===== config.mk =====
export PLATFORM = sky130hd
export DESIGN_NAME = i2c_master_byte_engine_unit
export DESIGN_NICKNAME = d
export VERILOG_FILES = /design/src/sv/i2cmbe_pkg.sv /design/src/sv/i2c_master_byte_engine_unit.sv
export SDC_FILE = /design/constraint.sdc
export NUM_CORES = 1
export LEC_CHECK = 0
export ABC_AREA = 1
export CORE_MARGIN = 2
export CORE_UTILIZATION = 35
export CTS_BUF_LIST = sky130_fd_sc_hd__clkbuf_8
export CTS_CLUSTER_SIZE = 24
export DETAILED_ROUTE_END_ITERATION = 7
export DONT_BUFFER_PORTS = 1
export PLACE_DENSITY = 0.56
export SYNTH_ARGS = -nofsm -noshare
export SYNTH_HDL_FRONTEND = slang
export SYNTH_SLANG_ARGS = --single-unit

===== constraint.sdc =====
create_clock -name clk -period 3.9 [get_ports clk]
set_input_delay 0.585 -clock clk [delete_from_list [all_inputs] [get_ports clk]]
set_output_delay 0.585 -clock clk [all_outputs]
set_load 0.02 [all_outputs]

===== src/sv/i2cmbe_pkg.sv =====
package i2cmbe_pkg;

	// Command codes carried in the opcode field.
	localparam logic [2:0] OP_START   = 3'd0;
	localparam logic [2:0] OP_STOP    = 3'd1;
	localparam logic [2:0] OP_RSTART  = 3'd2;
	localparam logic [2:0] OP_WRITE   = 3'd3;
	localparam logic [2:0] OP_READ    = 3'd4;
	localparam logic [2:0] OP_RECOVER = 3'd5;

	// Configuration register indexes.
	localparam logic [1:0] REG_LOW_TICKS  = 2'd0;
	localparam logic [1:0] REG_HIGH_TICKS = 2'd1;
	localparam logic [1:0] REG_HOLD_TICKS = 2'd2;
	localparam logic [1:0] REG_ACK_TICKS  = 2'd3;

	localparam logic [7:0] LOW_TICKS_RST  = 8'd11;
	localparam logic [7:0] HIGH_TICKS_RST = 8'd5;
	localparam logic [7:0] HOLD_TICKS_RST = 8'd20;
	localparam logic [7:0] ACK_TICKS_RST  = 8'd11;

	typedef enum logic [4:0] {
		PH_IDLE     = 5'd0,
		PH_REC_LOW  = 5'd1,
		PH_REC_HIGH = 5'd2,
		PH_STOP_A   = 5'd3,
		PH_STOP_B   = 5'd4,
		PH_STOP_C   = 5'd5,
		PH_START_A  = 5'd6,
		PH_START_B  = 5'd7,
		PH_RS_A     = 5'd8,
		PH_RS_B     = 5'd9,
		PH_RS_C     = 5'd10,
		PH_WR_LOW   = 5'd11,
		PH_WR_HIGH  = 5'd12,
		PH_WA_LOW   = 5'd13,
		PH_WA_HIGH  = 5'd14,
		PH_RD_LOW   = 5'd15,
		PH_RD_HIGH  = 5'd16,
		PH_RA_LOW   = 5'd17,
		PH_RA_HIGH  = 5'd18
	} phase_t;

	typedef struct packed {
		logic       cmd_valid;
		logic [2:0] opcode;
		logic [7:0] tx_byte;
		logic       send_ack;
		logic       sda_in;
	} tick_in_t;

	typedef struct packed {
		logic       scl_out;
		logic       sda_out;
		logic       busy_res;
		logic       done_res;
		logic       ack_received;
		logic [7:0] rx_byte;
	} tick_out_t;

endpackage


===== src/sv/i2c_master_byte_engine_unit.sv =====
// I2C master byte engine. Every request on the input channel is one bus timing tick: the
// sampled data line plus an optional command (start, stop, repeated start, write byte, read
// byte, bus recovery). Every request yields exactly one result request carrying the clock and
// data drive levels, busy, done, the last received ACK and the last read byte. A tick is taken
// in every clock cycle unless a result waits unread: the whole sequencer step is done
// between the state and result registers, so a tick's result appears on the next cycle. The
// result register decouples the two channels; input stalls only while a result waits unread.
// Phase lengths are in ticks and come from the four configuration registers (zero acts as one);
// write them only while the engine is idle.
module i2c_master_byte_engine_unit (
	input  logic                  clk,
	input  logic                  arst_n,
	input  logic                  in_valid,
	output logic                  in_ready,
	input  i2cmbe_pkg::tick_in_t  in_data,
	output logic                  out_valid,
	input  logic                  out_ready,
	output i2cmbe_pkg::tick_out_t out_data,
	input  logic                  cfg_we,
	input  logic [1:0]            cfg_index,
	input  logic [7:0]            cfg_data
);

	logic [7:0] low_ticks_q, high_ticks_q, hold_ticks_q, ack_ticks_q;

	i2cmbe_pkg::phase_t phase_q, phase_d;
	logic [2:0] act_cmd_q, act_cmd_d;
	logic [2:0] bit_idx_q, bit_idx_d;
	logic [7:0] tick_q, tick_d;
	logic [7:0] shift_q, shift_d;
	logic       ack_flag_q, ack_flag_d;
	logic       ack_send_q, ack_send_d;
	logic       scl_q, scl_d;
	logic       sda_q, sda_d;
	logic       ack_seen_q, ack_seen_d;
	logic [7:0] rx_hold_q, rx_hold_d;
	logic       done_d;

	logic                 enter_en;
	i2cmbe_pkg::phase_t   enter_ph;
	logic                 enter_c, enter_d;
	logic [7:0]           enter_len;
	logic                 fin_en, fin_c, fin_d;
	logic [7:0]           tick_dec;

	logic                  accept;
	logic                  out_valid_q;
	i2cmbe_pkg::tick_out_t out_q;

	assign accept   = in_valid && in_ready;
	assign in_ready = !out_valid_q || out_ready;
	assign out_valid = out_valid_q;
	assign out_data  = out_q;

	// Configuration registers.
	always_ff @(posedge clk or negedge arst_n) begin
		if (!arst_n) begin
			low_ticks_q  <= i2cmbe_pkg::LOW_TICKS_RST;
			high_ticks_q <= i2cmbe_pkg::HIGH_TICKS_RST;
			hold_ticks_q <= i2cmbe_pkg::HOLD_TICKS_RST;
			ack_ticks_q  <= i2cmbe_pkg::ACK_TICKS_RST;
		end else if (cfg_we) begin
			case (cfg_index)
				i2cmbe_pkg::REG_LOW_TICKS:  low_ticks_q  <= cfg_data;
				i2cmbe_pkg::REG_HIGH_TICKS: high_ticks_q <= cfg_data;
				i2cmbe_pkg::REG_HOLD_TICKS: hold_ticks_q <= cfg_data;
				i2cmbe_pkg::REG_ACK_TICKS:  ack_ticks_q  <= cfg_data;
				default: ;
			endcase
		end
	end

	// Next state of the sequencer for the tick on the input.
	always_comb begin
		phase_d    = phase_q;
		act_cmd_d  = act_cmd_q;
		bit_idx_d  = bit_idx_q;
		shift_d    = shift_q;
		ack_flag_d = ack_flag_q;
		ack_send_d = ack_send_q;
		ack_seen_d = ack_seen_q;
		rx_hold_d  = rx_hold_q;
		done_d     = 1'b0;
		enter_en   = 1'b0;
		enter_ph   = i2cmbe_pkg::PH_IDLE;
		fin_en     = 1'b0;
		fin_c      = 1'b1;
		fin_d      = 1'b1;
		tick_dec   = (tick_q != 8'd0) ? tick_q - 8'd1 : 8'd0;
		tick_d     = tick_dec;

		if (phase_q == i2cmbe_pkg::PH_IDLE) begin
			tick_d = tick_q;
			if (in_data.cmd_valid &&
				(in_data.opcode inside {[i2cmbe_pkg::OP_START:i2cmbe_pkg::OP_RECOVER]})) begin
				act_cmd_d = in_data.opcode;
				enter_en  = 1'b1;
				case (in_data.opcode)
					i2cmbe_pkg::OP_START: begin
						enter_ph = in_data.sda_in ? i2cmbe_pkg::PH_START_A
							: i2cmbe_pkg::PH_REC_LOW;
					end
					i2cmbe_pkg::OP_STOP:   enter_ph = i2cmbe_pkg::PH_STOP_A;
					i2cmbe_pkg::OP_RSTART: enter_ph = i2cmbe_pkg::PH_RS_A;
					i2cmbe_pkg::OP_WRITE: begin
						shift_d    = in_data.tx_byte;
						bit_idx_d  = 3'd7;
						ack_seen_d = 1'b0;
						enter_ph   = i2cmbe_pkg::PH_WR_LOW;
					end
					i2cmbe_pkg::OP_READ: begin
						shift_d    = 8'd0;
						bit_idx_d  = 3'd7;
						ack_send_d = in_data.send_ack;
						enter_ph   = i2cmbe_pkg::PH_RD_LOW;
					end
					default: enter_ph = i2cmbe_pkg::PH_REC_LOW;
				endcase
			end
		end else begin
			if (phase_q == i2cmbe_pkg::PH_WA_HIGH && !in_data.sda_in) begin
				ack_seen_d = 1'b1;
			end
			// Read data is sampled on the last tick of the clock high window.
			if (phase_q == i2cmbe_pkg::PH_RD_HIGH && tick_q <= 8'd1 && in_data.sda_in) begin
				shift_d[bit_idx_q] = 1'b1;
			end
			if (tick_dec == 8'd0) begin
				enter_en = 1'b1;
				case (phase_q)
					i2cmbe_pkg::PH_REC_LOW: begin
						enter_ph = in_data.sda_in ? i2cmbe_pkg::PH_STOP_A
							: i2cmbe_pkg::PH_REC_HIGH;
					end
					i2cmbe_pkg::PH_REC_HIGH: enter_ph = i2cmbe_pkg::PH_REC_LOW;
					i2cmbe_pkg::PH_STOP_A:   enter_ph = i2cmbe_pkg::PH_STOP_B;
					i2cmbe_pkg::PH_STOP_B:   enter_ph = i2cmbe_pkg::PH_STOP_C;
					i2cmbe_pkg::PH_STOP_C: begin
						// A start that needed recovery continues into the start itself.
						if (act_cmd_q == i2cmbe_pkg::OP_START) begin
							enter_ph = i2cmbe_pkg::PH_START_A;
						end else begin
							enter_en = 1'b0;
							fin_en   = 1'b1;
						end
					end
					i2cmbe_pkg::PH_START_A: enter_ph = i2cmbe_pkg::PH_START_B;
					i2cmbe_pkg::PH_START_B: begin
						enter_en = 1'b0;
						fin_en   = 1'b1;
						fin_c    = 1'b0;
						fin_d    = 1'b0;
					end
					i2cmbe_pkg::PH_RS_A: enter_ph = i2cmbe_pkg::PH_RS_B;
					i2cmbe_pkg::PH_RS_B: enter_ph = i2cmbe_pkg::PH_RS_C;
					i2cmbe_pkg::PH_RS_C: begin
						enter_en = 1'b0;
						fin_en   = 1'b1;
						fin_d    = 1'b0;
					end
					i2cmbe_pkg::PH_WR_LOW: enter_ph = i2cmbe_pkg::PH_WR_HIGH;
					i2cmbe_pkg::PH_WR_HIGH: begin
						if (bit_idx_q == 3'd0) begin
							enter_ph = i2cmbe_pkg::PH_WA_LOW;
						end else begin
							bit_idx_d = bit_idx_q - 3'd1;
							enter_ph  = i2cmbe_pkg::PH_WR_LOW;
						end
					end
					i2cmbe_pkg::PH_WA_LOW: enter_ph = i2cmbe_pkg::PH_WA_HIGH;
					i2cmbe_pkg::PH_WA_HIGH: begin
						enter_en   = 1'b0;
						fin_en     = 1'b1;
						fin_c      = 1'b0;
						ack_flag_d = ack_seen_d;
					end
					i2cmbe_pkg::PH_RD_LOW: enter_ph = i2cmbe_pkg::PH_RD_HIGH;
					i2cmbe_pkg::PH_RD_HIGH: begin
						if (bit_idx_q == 3'd0) begin
							enter_ph = i2cmbe_pkg::PH_RA_LOW;
						end else begin
							bit_idx_d = bit_idx_q - 3'd1;
							enter_ph  = i2cmbe_pkg::PH_RD_LOW;
						end
					end
					i2cmbe_pkg::PH_RA_LOW: enter_ph = i2cmbe_pkg::PH_RA_HIGH;
					i2cmbe_pkg::PH_RA_HIGH: begin
						enter_en  = 1'b0;
						fin_en    = 1'b1;
						fin_c     = 1'b0;
						rx_hold_d = shift_d;
					end
					default: begin
						enter_en = 1'b0;
						fin_en   = 1'b1;
					end
				endcase
			end
		end

		scl_d = scl_q;
		sda_d = sda_q;
		if (enter_en) begin
			phase_d = enter_ph;
			scl_d   = enter_c;
			sda_d   = enter_d;
			tick_d  = enter_len;
		end
		if (fin_en) begin
			phase_d = i2cmbe_pkg::PH_IDLE;
			scl_d   = fin_c;
			sda_d   = fin_d;
			tick_d  = 8'd0;
			done_d  = 1'b1;
		end
	end

	// Line levels and length of the phase being entered.
	always_comb begin
		logic [7:0] len;
		len     = low_ticks_q;
		enter_c = 1'b1;
		enter_d = 1'b1;
		case (enter_ph)
			i2cmbe_pkg::PH_REC_LOW:  begin enter_c = 1'b0; len = low_ticks_q; end
			i2cmbe_pkg::PH_REC_HIGH: len = high_ticks_q;
			i2cmbe_pkg::PH_STOP_A:   begin enter_c = 1'b0; enter_d = 1'b0; end
			i2cmbe_pkg::PH_STOP_B:   begin enter_d = 1'b0; len = hold_ticks_q; end
			i2cmbe_pkg::PH_STOP_C:   len = high_ticks_q;
			i2cmbe_pkg::PH_START_A:  begin enter_d = 1'b0; len = hold_ticks_q; end
			i2cmbe_pkg::PH_START_B:  begin enter_c = 1'b0; enter_d = 1'b0; end
			i2cmbe_pkg::PH_RS_A:     enter_c = 1'b0;
			i2cmbe_pkg::PH_RS_B:     len = hold_ticks_q;
			i2cmbe_pkg::PH_RS_C:     begin enter_d = 1'b0; len = high_ticks_q; end
			i2cmbe_pkg::PH_WR_LOW:   begin enter_c = 1'b0; enter_d = shift_d[bit_idx_d]; end
			i2cmbe_pkg::PH_WR_HIGH: begin
				enter_d = shift_d[bit_idx_d];
				len     = high_ticks_q;
			end
			i2cmbe_pkg::PH_WA_LOW:   enter_c = 1'b0;
			i2cmbe_pkg::PH_WA_HIGH:  len = ack_ticks_q;
			i2cmbe_pkg::PH_RD_LOW:   enter_c = 1'b0;
			i2cmbe_pkg::PH_RD_HIGH:  len = high_ticks_q;
			i2cmbe_pkg::PH_RA_LOW:   begin enter_c = 1'b0; enter_d = !ack_send_d; end
			i2cmbe_pkg::PH_RA_HIGH: begin
				enter_d = !ack_send_d;
				len     = ack_ticks_q;
			end
			default: ;
		endcase
		enter_len = (len == 8'd0) ? 8'd1 : len;
	end

	always_ff @(posedge clk or negedge arst_n) begin
		if (!arst_n) begin
			phase_q    <= i2cmbe_pkg::PH_IDLE;
			act_cmd_q  <= 3'd0;
			bit_idx_q  <= 3'd0;
			tick_q     <= 8'd0;
			shift_q    <= 8'd0;
			ack_flag_q <= 1'b0;
			ack_send_q <= 1'b0;
			scl_q      <= 1'b1;
			sda_q      <= 1'b1;
			ack_seen_q <= 1'b0;
			rx_hold_q  <= 8'd0;
		end else if (accept) begin
			phase_q    <= phase_d;
			act_cmd_q  <= act_cmd_d;
			bit_idx_q  <= bit_idx_d;
			tick_q     <= tick_d;
			shift_q    <= shift_d;
			ack_flag_q <= ack_flag_d;
			ack_send_q <= ack_send_d;
			scl_q      <= scl_d;
			sda_q      <= sda_d;
			ack_seen_q <= ack_seen_d;
			rx_hold_q  <= rx_hold_d;
		end
	end

	// Result register.
	always_ff @(posedge clk or negedge arst_n) begin
		if (!arst_n) begin
			out_valid_q <= 1'b0;
		end else if (accept) begin
			out_valid_q <= 1'b1;
		end else if (out_ready) begin
			out_valid_q <= 1'b0;
		end
	end

	always_ff @(posedge clk) begin
		if (accept) begin
			out_q.scl_out      <= scl_d;
			out_q.sda_out      <= sda_d;
			out_q.busy_res     <= (phase_d != i2cmbe_pkg::PH_IDLE);
			out_q.done_res     <= done_d;
			out_q.ack_received <= ack_flag_d;
			out_q.rx_byte      <= rx_hold_d;
		end
	end

	// A running phase always has ticks left; idle holds a zero count.
	a_tick_phase: assert property (@(posedge clk) disable iff (!arst_n)
		(phase_q == i2cmbe_pkg::PH_IDLE) == (tick_q == 8'd0))
		else $error("tick count disagrees with phase");

	a_done_not_busy: assert property (@(posedge clk) disable iff (!arst_n)
		accept && done_d |=> out_valid_q && !out_q.busy_res)
		else $error("completion reported while still busy");

	a_ack_window_high: assert property (@(posedge clk) disable iff (!arst_n)
		(phase_q == i2cmbe_pkg::PH_WA_HIGH || phase_q == i2cmbe_pkg::PH_RD_HIGH) |-> scl_q)
		else $error("clock not released in a sampling window");

	a_result_follows: assert property (@(posedge clk) disable iff (!arst_n)
		accept |=> out_valid_q && out_q.scl_out == $past(scl_d))
		else $error("result register missed an accepted tick");

endmodule


* Word-level counts from Yosys, hierarchy flattened *
Cells that the tools add are included.

operators by class
  bitwise logic cells = 1
  reduce and logical (&&, ||, !) cells = 40
  add/subtract/negate cells = 2
  magnitude comparators = 6
  equal/unequal tests = 46
  muxes and demuxes = 69

operators by type and width
  kind                number
  $mux 8              11
  $eq 5x4->1 const B  16
  $pmux 5 s14         1
  $eq 5x3->1 const B  8
  $mux 1              34
  $eq 5x5->1 const B  6
  $mux 3              9
  $mux 5              5
  $pmux 8 s3          1
  $eq 5x2->1 const B  4
  $pmux 4 s5          1
  $logic_not 8->1     2
  $pmux 8 s2          1
  $reduce_or 13->1    1
  $reduce_or 2->1     6
  $eq 5x1->1 const B  2
  $reduce_and 2->1    5
  $reduce_or 5->1     2
  $logic_not 3->1     3
  $le 8x1->1 const B  1
  $lt 3x4->1 const B  2
  $or 8x8->8          1
  $reduce_bool 8->1   1
  $reduce_or 8->1     1
  25 further kinds    40

storage, ports and cells
  bits in registers = 86
  input port bits = 29
  word-level logic and storage cells = 186

* Depth between registers and ports, before layout *
  word-level depth = 12
  gate-level depth with buffers = 26
  mapped depth without buffers = 26

* Least setup slack after synthesis *
No wires, ideal clock.

  path kind = reg-to-reg
  start = reg tick_q[0]
  end = reg out_q (netlist bit out_data[11]) (data pin)
  path buffers = 0
  period minus slack after synthesis = 2571 ps
  arrival time = 2309 ps
  slack = 1329 ps
  cell stages (with the launch flop) = 22
  path through = dfrtp_1 inv_1 ha_1 inv_1 nor2_2 nand2_4 nand3_2 nand2_2 nor2_4 nand2_2 nor2_4 nand2_2 a21oi_1 nand2_1 nand2_2 clkinv_1 nand3_1 nand3_1 nand3_1 nand2_1 nand2_1 nand2_1

between the ends
  longest elaborated chain between the ends = 10
  elaborated cells on any way between the ends = 36

ends and longest elaborated chain
  item                                                         line                                                                    source
  from (decl)                                                  i2c_master_byte_engine_unit.sv:29                                       logic [7:0] tick_q, tick_d;
  from (signal assigned)                                       i2c_master_byte_engine_unit.sv:271                                      tick_q <= tick_d;
  $sub 8x1->8 (tied with other cells)                          i2c_master_byte_engine_unit.sv:89                                       tick_dec = (tick_q != 8'd0) ? tick_q - 8'd1 : 8'd0;
  $mux 8 / $logic_and 1x1->1 (equally long branches)           i2c_master_byte_engine_unit.sv:89, i2c_master_byte_engine_unit.sv:125
  $logic_not 8->1 / $logic_and 1x1->1 (equally long branches)  i2c_master_byte_engine_unit.sv:128, i2c_master_byte_engine_unit.sv:125
  $mux 3 (tied with other cells)                               i2c_master_byte_engine_unit.sv:128                                      if (tick_dec == 8'd0) begin
  $mux 3 (tied with other cells)                               i2c_master_byte_engine_unit.sv:92                                       if (phase_q == i2cmbe_pkg::PH_IDLE) begin
  $bmux 1 s3 (tied with other cells)                           i2c_master_byte_engine_unit.sv:235, i2c_master_byte_engine_unit.sv:237
  $mux 1 (not written as such) (tied with other cells)         i2c_master_byte_engine_unit.sv:235, i2c_master_byte_engine_unit.sv:237
  $pmux 1 s3                                                   i2c_master_byte_engine_unit.sv:224                                      case (enter_ph)
  $mux 1                                                       i2c_master_byte_engine_unit.sv:203                                      if (enter_en) begin
  $mux 1 *                                                     i2c_master_byte_engine_unit.sv:209                                      if (fin_en) begin
  named net sda_d                                              i2c_master_byte_engine_unit.sv:34                                       logic sda_q, sda_d;
  to (decl)                                                    i2c_master_byte_engine_unit.sv:48                                       i2cmbe_pkg::tick_out_t out_q;

The timed path passes the listed nets; every way through them passes the cells marked *. The select of a mux whose other input is x is not followed.
A chain may end at the register's enable or synchronous reset.

* Worst setup path after layout *
  start = reg tick_q[0]
  end = reg tick_q[0]

between the ends
  longest elaborated chain between the ends = 12
  elaborated cells on any way between the ends = 31

ends and longest elaborated chain
  item                                                     line                                source
  $sub 8x1->8 / $reduce_bool 8->1 (equally long branches)  i2c_master_byte_engine_unit.sv:89
  $mux 8 *                                                 i2c_master_byte_engine_unit.sv:89
  $logic_not 8->1                                          i2c_master_byte_engine_unit.sv:128
  $mux 5                                                   i2c_master_byte_engine_unit.sv:128
  $mux 5                                                   i2c_master_byte_engine_unit.sv:92
  $eq 5x5->1 (tied with other cells)                       i2c_master_byte_engine_unit.sv:224
  $reduce_or 5->1 (no line) (tied with other cells)        n/a
  $pmux 8 s3                                               i2c_master_byte_engine_unit.sv:224
  $logic_not 8->1                                          i2c_master_byte_engine_unit.sv:251  enter_len = (len == 8'd0) ? 8'd1 : len;
  $mux 8                                                   i2c_master_byte_engine_unit.sv:251
  $mux 8                                                   i2c_master_byte_engine_unit.sv:203
  $mux 8                                                   i2c_master_byte_engine_unit.sv:209

Every way passes the cells marked *; elsewhere a longest branch is shown, timed or not. The select of a mux whose other input is x is not followed.

==> results.tsv <==
stage	metric	value	unit
critical_path	CP max stage delay	0.41	ns
logic_synthesis	Mapped Area	5240	um^2
sta	Hold Slack	0.0369	ns
pwr	VDD IR-drop max	0.237	mV
place	gp weighted congestion	0.909	
logic_synthesis	Synth Register Bits	86	
logic_synthesis	async set-reset flop share out of synthesis	0.849	
critical_path	worst-path cell chain	inv_1 -> ha_1 -> inv_1 -> nor2_2 -> nand2_4 -> nand3_2 -> nand2_2 -> nor2_4 -> nand2_2 -> inv_2 -> a21oi_2 -> buf_4 -> inv_2 -> nand3b_4 -> nor2_4 -> nor2_1 -> nor2_1 -> nand2_1 -> nor2_1 -> nand2_1 -> nand2_1 -> nand2_1 -> nand2_1	
sta	Worst Tran Pin Value	0.899	ns
cells_and_area	post-route cell area	5650	um^2
logic_synthesis	sequential share of the synthesized area	0.426	
flow_run	max_cap viols	0	
cells_and_area	layout cells sized above 1	0.149	
sta	Clock Skew	0.00841	ns
cells_and_area	most common cell after layout, fill and taps aside	nand2_1	
clock_tree	clk buf depth	2	
routing	Routed WL	13.4	mm
logic_synthesis	synthesized instance count	711	
routing	wire length on met2	5.86	mm
logic_synthesis	synth unique cells	41	
floorplan	row count	44	
clock_tree	H-tree levels	3	
logic_synthesis	Warnings, synthesis	0	
critical_path	worst endpoint required time	4.22	ns
clock_tree	later-pin clock latency in the skew report	0.38	ns
critical_path	CP Max Fanout	18	
critical_path	R2R cell count	23	
routing	wl on met1	6.44	mm
routing	TritonRoute pass-1 iters	5	
logic_synthesis	Avg Inst Size Synth	7.37	um^2
sta	Slew Viols, Final	0	
cells_and_area	ant diodes	0	
routing	wire length on met3	785	um
routing	Detailed Route Iter0 Violations	331	
critical_path	Crit Path Class	flip-flop to flip-flop	
sta	final hold vios	0	
clock_tree	CTS-repair resized insts	0	
pwr	LEAKAGE	2.62	nW
cells_and_area	Final #Nets	745	
critical_path	critical path endpoint category	flip-flop	
logic_synthesis	Post-synth EDFFs	13	
logic_synthesis	Synth Flop Type	dfrtp_1	
routing	via count	4631	
critical_path	Critical Path Start Type	flip-flop	
sta	RSZ-0062 raised after global routing	false	
sta	final setup fails	0	
routing	Via density	5.15	
logic_synthesis	Mapped Nets	745	
clock_tree	CTS tree	yes	
grt	Tot GR Track Use	0.176	
routing	routed len/inst	14.8	um
critical_path	Largest delay share family, worst path	simple AND/OR/NAND/NOR gates	
clock_tree	Root Driver	clkbuf_8	
clock_tree	Clock Sink Count	86	
sta	crit path time final	3.38	ns
sta	TNS Setup	0	ns
pwr	Pwr per Cell Area	678	nW/um^2
sta	post-route worst setup slack	0.515	ns
grt	antenna violations before repair	0	
floorplan	die area	16000	um^2
place	DP Cell Count	883	
sta	period utilization	0.868	
floorplan	Die Wd	126	um
floorplan	CORE AREA	14600	um^2
cells_and_area	layout overhead on the synthesized area	7.73	%
critical_path	CP max stage cell	dfrtp_1	
outcome	status	completed	
grt	vias in the first global route	4340	
sta	FMAX	0.295	GHz
cells_and_area	Non-Filler Instances	900	
floorplan	Starting Density	0.359	
routing	Detail Route Antenna Nets	0	
critical_path	most used cell, CP	nand2_1	
floorplan	Ports	44	
place	Area after DPL	5440	um^2
cells_and_area	filler cell count	1516	
place	detailed placer's ending HPWL	9.62	mm
grt	largest net degree at the start of global routing	62	
floorplan	chip height	126	um
cells_and_area	commonest non-fill, non-tap cells in the layout	208 x nand2_1, 94 x o21ai_0, 73 x inv_1	
grt	gr ovfl total	0	
sta	Max-slew headroom	0.396	
critical_path	Worst Path Arrival	3.71	ns
clock_tree	CTS buffer count	9	
critical_path	Worst Path Buf+Inv	5	
critical_path	Critical Path Stages	23	
routing	Post-route DRC	0	
routing	Highest Signal Layer	met4	
grt	global-route wire length before repair	22.4	mm
place	port buffer count	0	
clock_tree	Worst-path clk slew	0.09	ns
place	pre-CTS WS	0.535	ns
min_path	HP Class	input pin to asynchronous set/reset pin	
==> flip-flops by register name, indices dropped and copies added, names as in the netlist <==
register      flops
out_data         13
ack_ticks_q       8
high_ticks_q      8
hold_ticks_q      8
low_ticks_q       8
rx_hold_q         8
shift_q           8
tick_q            8
phase_q           5
act_cmd_q         3
bit_idx_q         3
ack_flag_q        1
ack_seen_q        1
ack_send_q        1
out_valid         1
scl_q             1
sda_q             1
==> area by class of cell <==
class | count | area (um^2) | area share
multi-input combinational | 511 | 2580 | 0.457
clock buffer | 9 | 124 | 0.0219
timing repair buffer | 6 | 65.1 | 0.0115
clock inverter | 7 | 53.8 | 0.00953
sequential | 86 | 2230 | 0.395
tap | 184 | 230 | 0.0408
inverter | 97 | 364 | 0.0645
==> cells by family after synthesis <==
| kind of cell | after synthesis | synth area share |
|---|---|---|
| and+or+nand+nor | 356 | 0.317 |
| DFF | 86 | 0.426 |
| buffers and inverters | 114 | 0.0823 |
| xor gates and xnor gates | 1 | 0.00167 |
| muxes | 1 | 0.00191 |
| adders and majority gates | 5 | 0.0119 |
| AOI/OAI and AO/OA | 148 | 0.159 |
==> repair_timing <==
action	CTS	global route
endpoints found under the hold margin	61	0
hold buffers	1	0
setup buffers	0	0
==> power by group <==
group | total [mW] | leakage (nW) | switching (mW) | internal [mW]
combinational | 1.80 | 1.51 | 1.22 | 0.581
clock | 0.600 | 0.0847 | 0.362 | 0.238
sequential | 1.43 | 1.02 | 0.231 | 1.20
total | 3.83 | 2.62 | 1.81 | 2.02
==> metrics by stage <==
step	power, mW	util
detailed placement	3.21	0.373
global placement	3.21	0.373
CTS	3.84	0.387
finish	3.83	0.387
global route	4.17	0.387
floorplan	2.79	-
==> path summary, 6_finish.rpt <==
path	slack, ns	startpoint	end
setup / recovery	0.52	tick_q[0]$_DFFE_PN0P_	tick_q[0]$_DFFE_PN0P_
hold / removal	0.04	arst_n	hold_ticks_q[2]$_DFFE_PN1P_
setup reg to reg	0.52	tick_q[0]$_DFFE_PN0P_	tick_q[0]$_DFFE_PN0P_
hold reg to reg	0.48	scl_q$_DFFE_PN1P_	scl_q$_DFFE_PN1P_
max in group asynchronous	3.54	arst_n	shift_q[3]$_DFFE_PN0P_
min in group clk	0.38	cfg_data[3]	ack_ticks_q[3]$_DFFE_PN1P_
==> metal layers <==
| layer | up-vias | GRT usage |
|---|---|---|
| li1 | 2317 | - |
| met1 | 2141 | 0.251 |
| met2 | 151 | 0.265 |
| met3 | 22 | 0.0375 |
| met4 | 0 | 0.0633 |
| met5 | - | 0 |
==> cell usage after synthesis (12+ instances only) <==
cell type  instances  area (um^2)
inv_2             22         82.6
inv_1             73          274
nor2_1            50          188
a21oi_1           21          105
o21ai_0           94          470
nand2_2           14         87.6
edfxtp_1          13          390
dfrtp_1           61         1530
nand2_1          208          781
dfstp_2           12          315
nand3_1           30          150
clkbuf_1          14         52.6
Power figures use the tool's default switching activity.
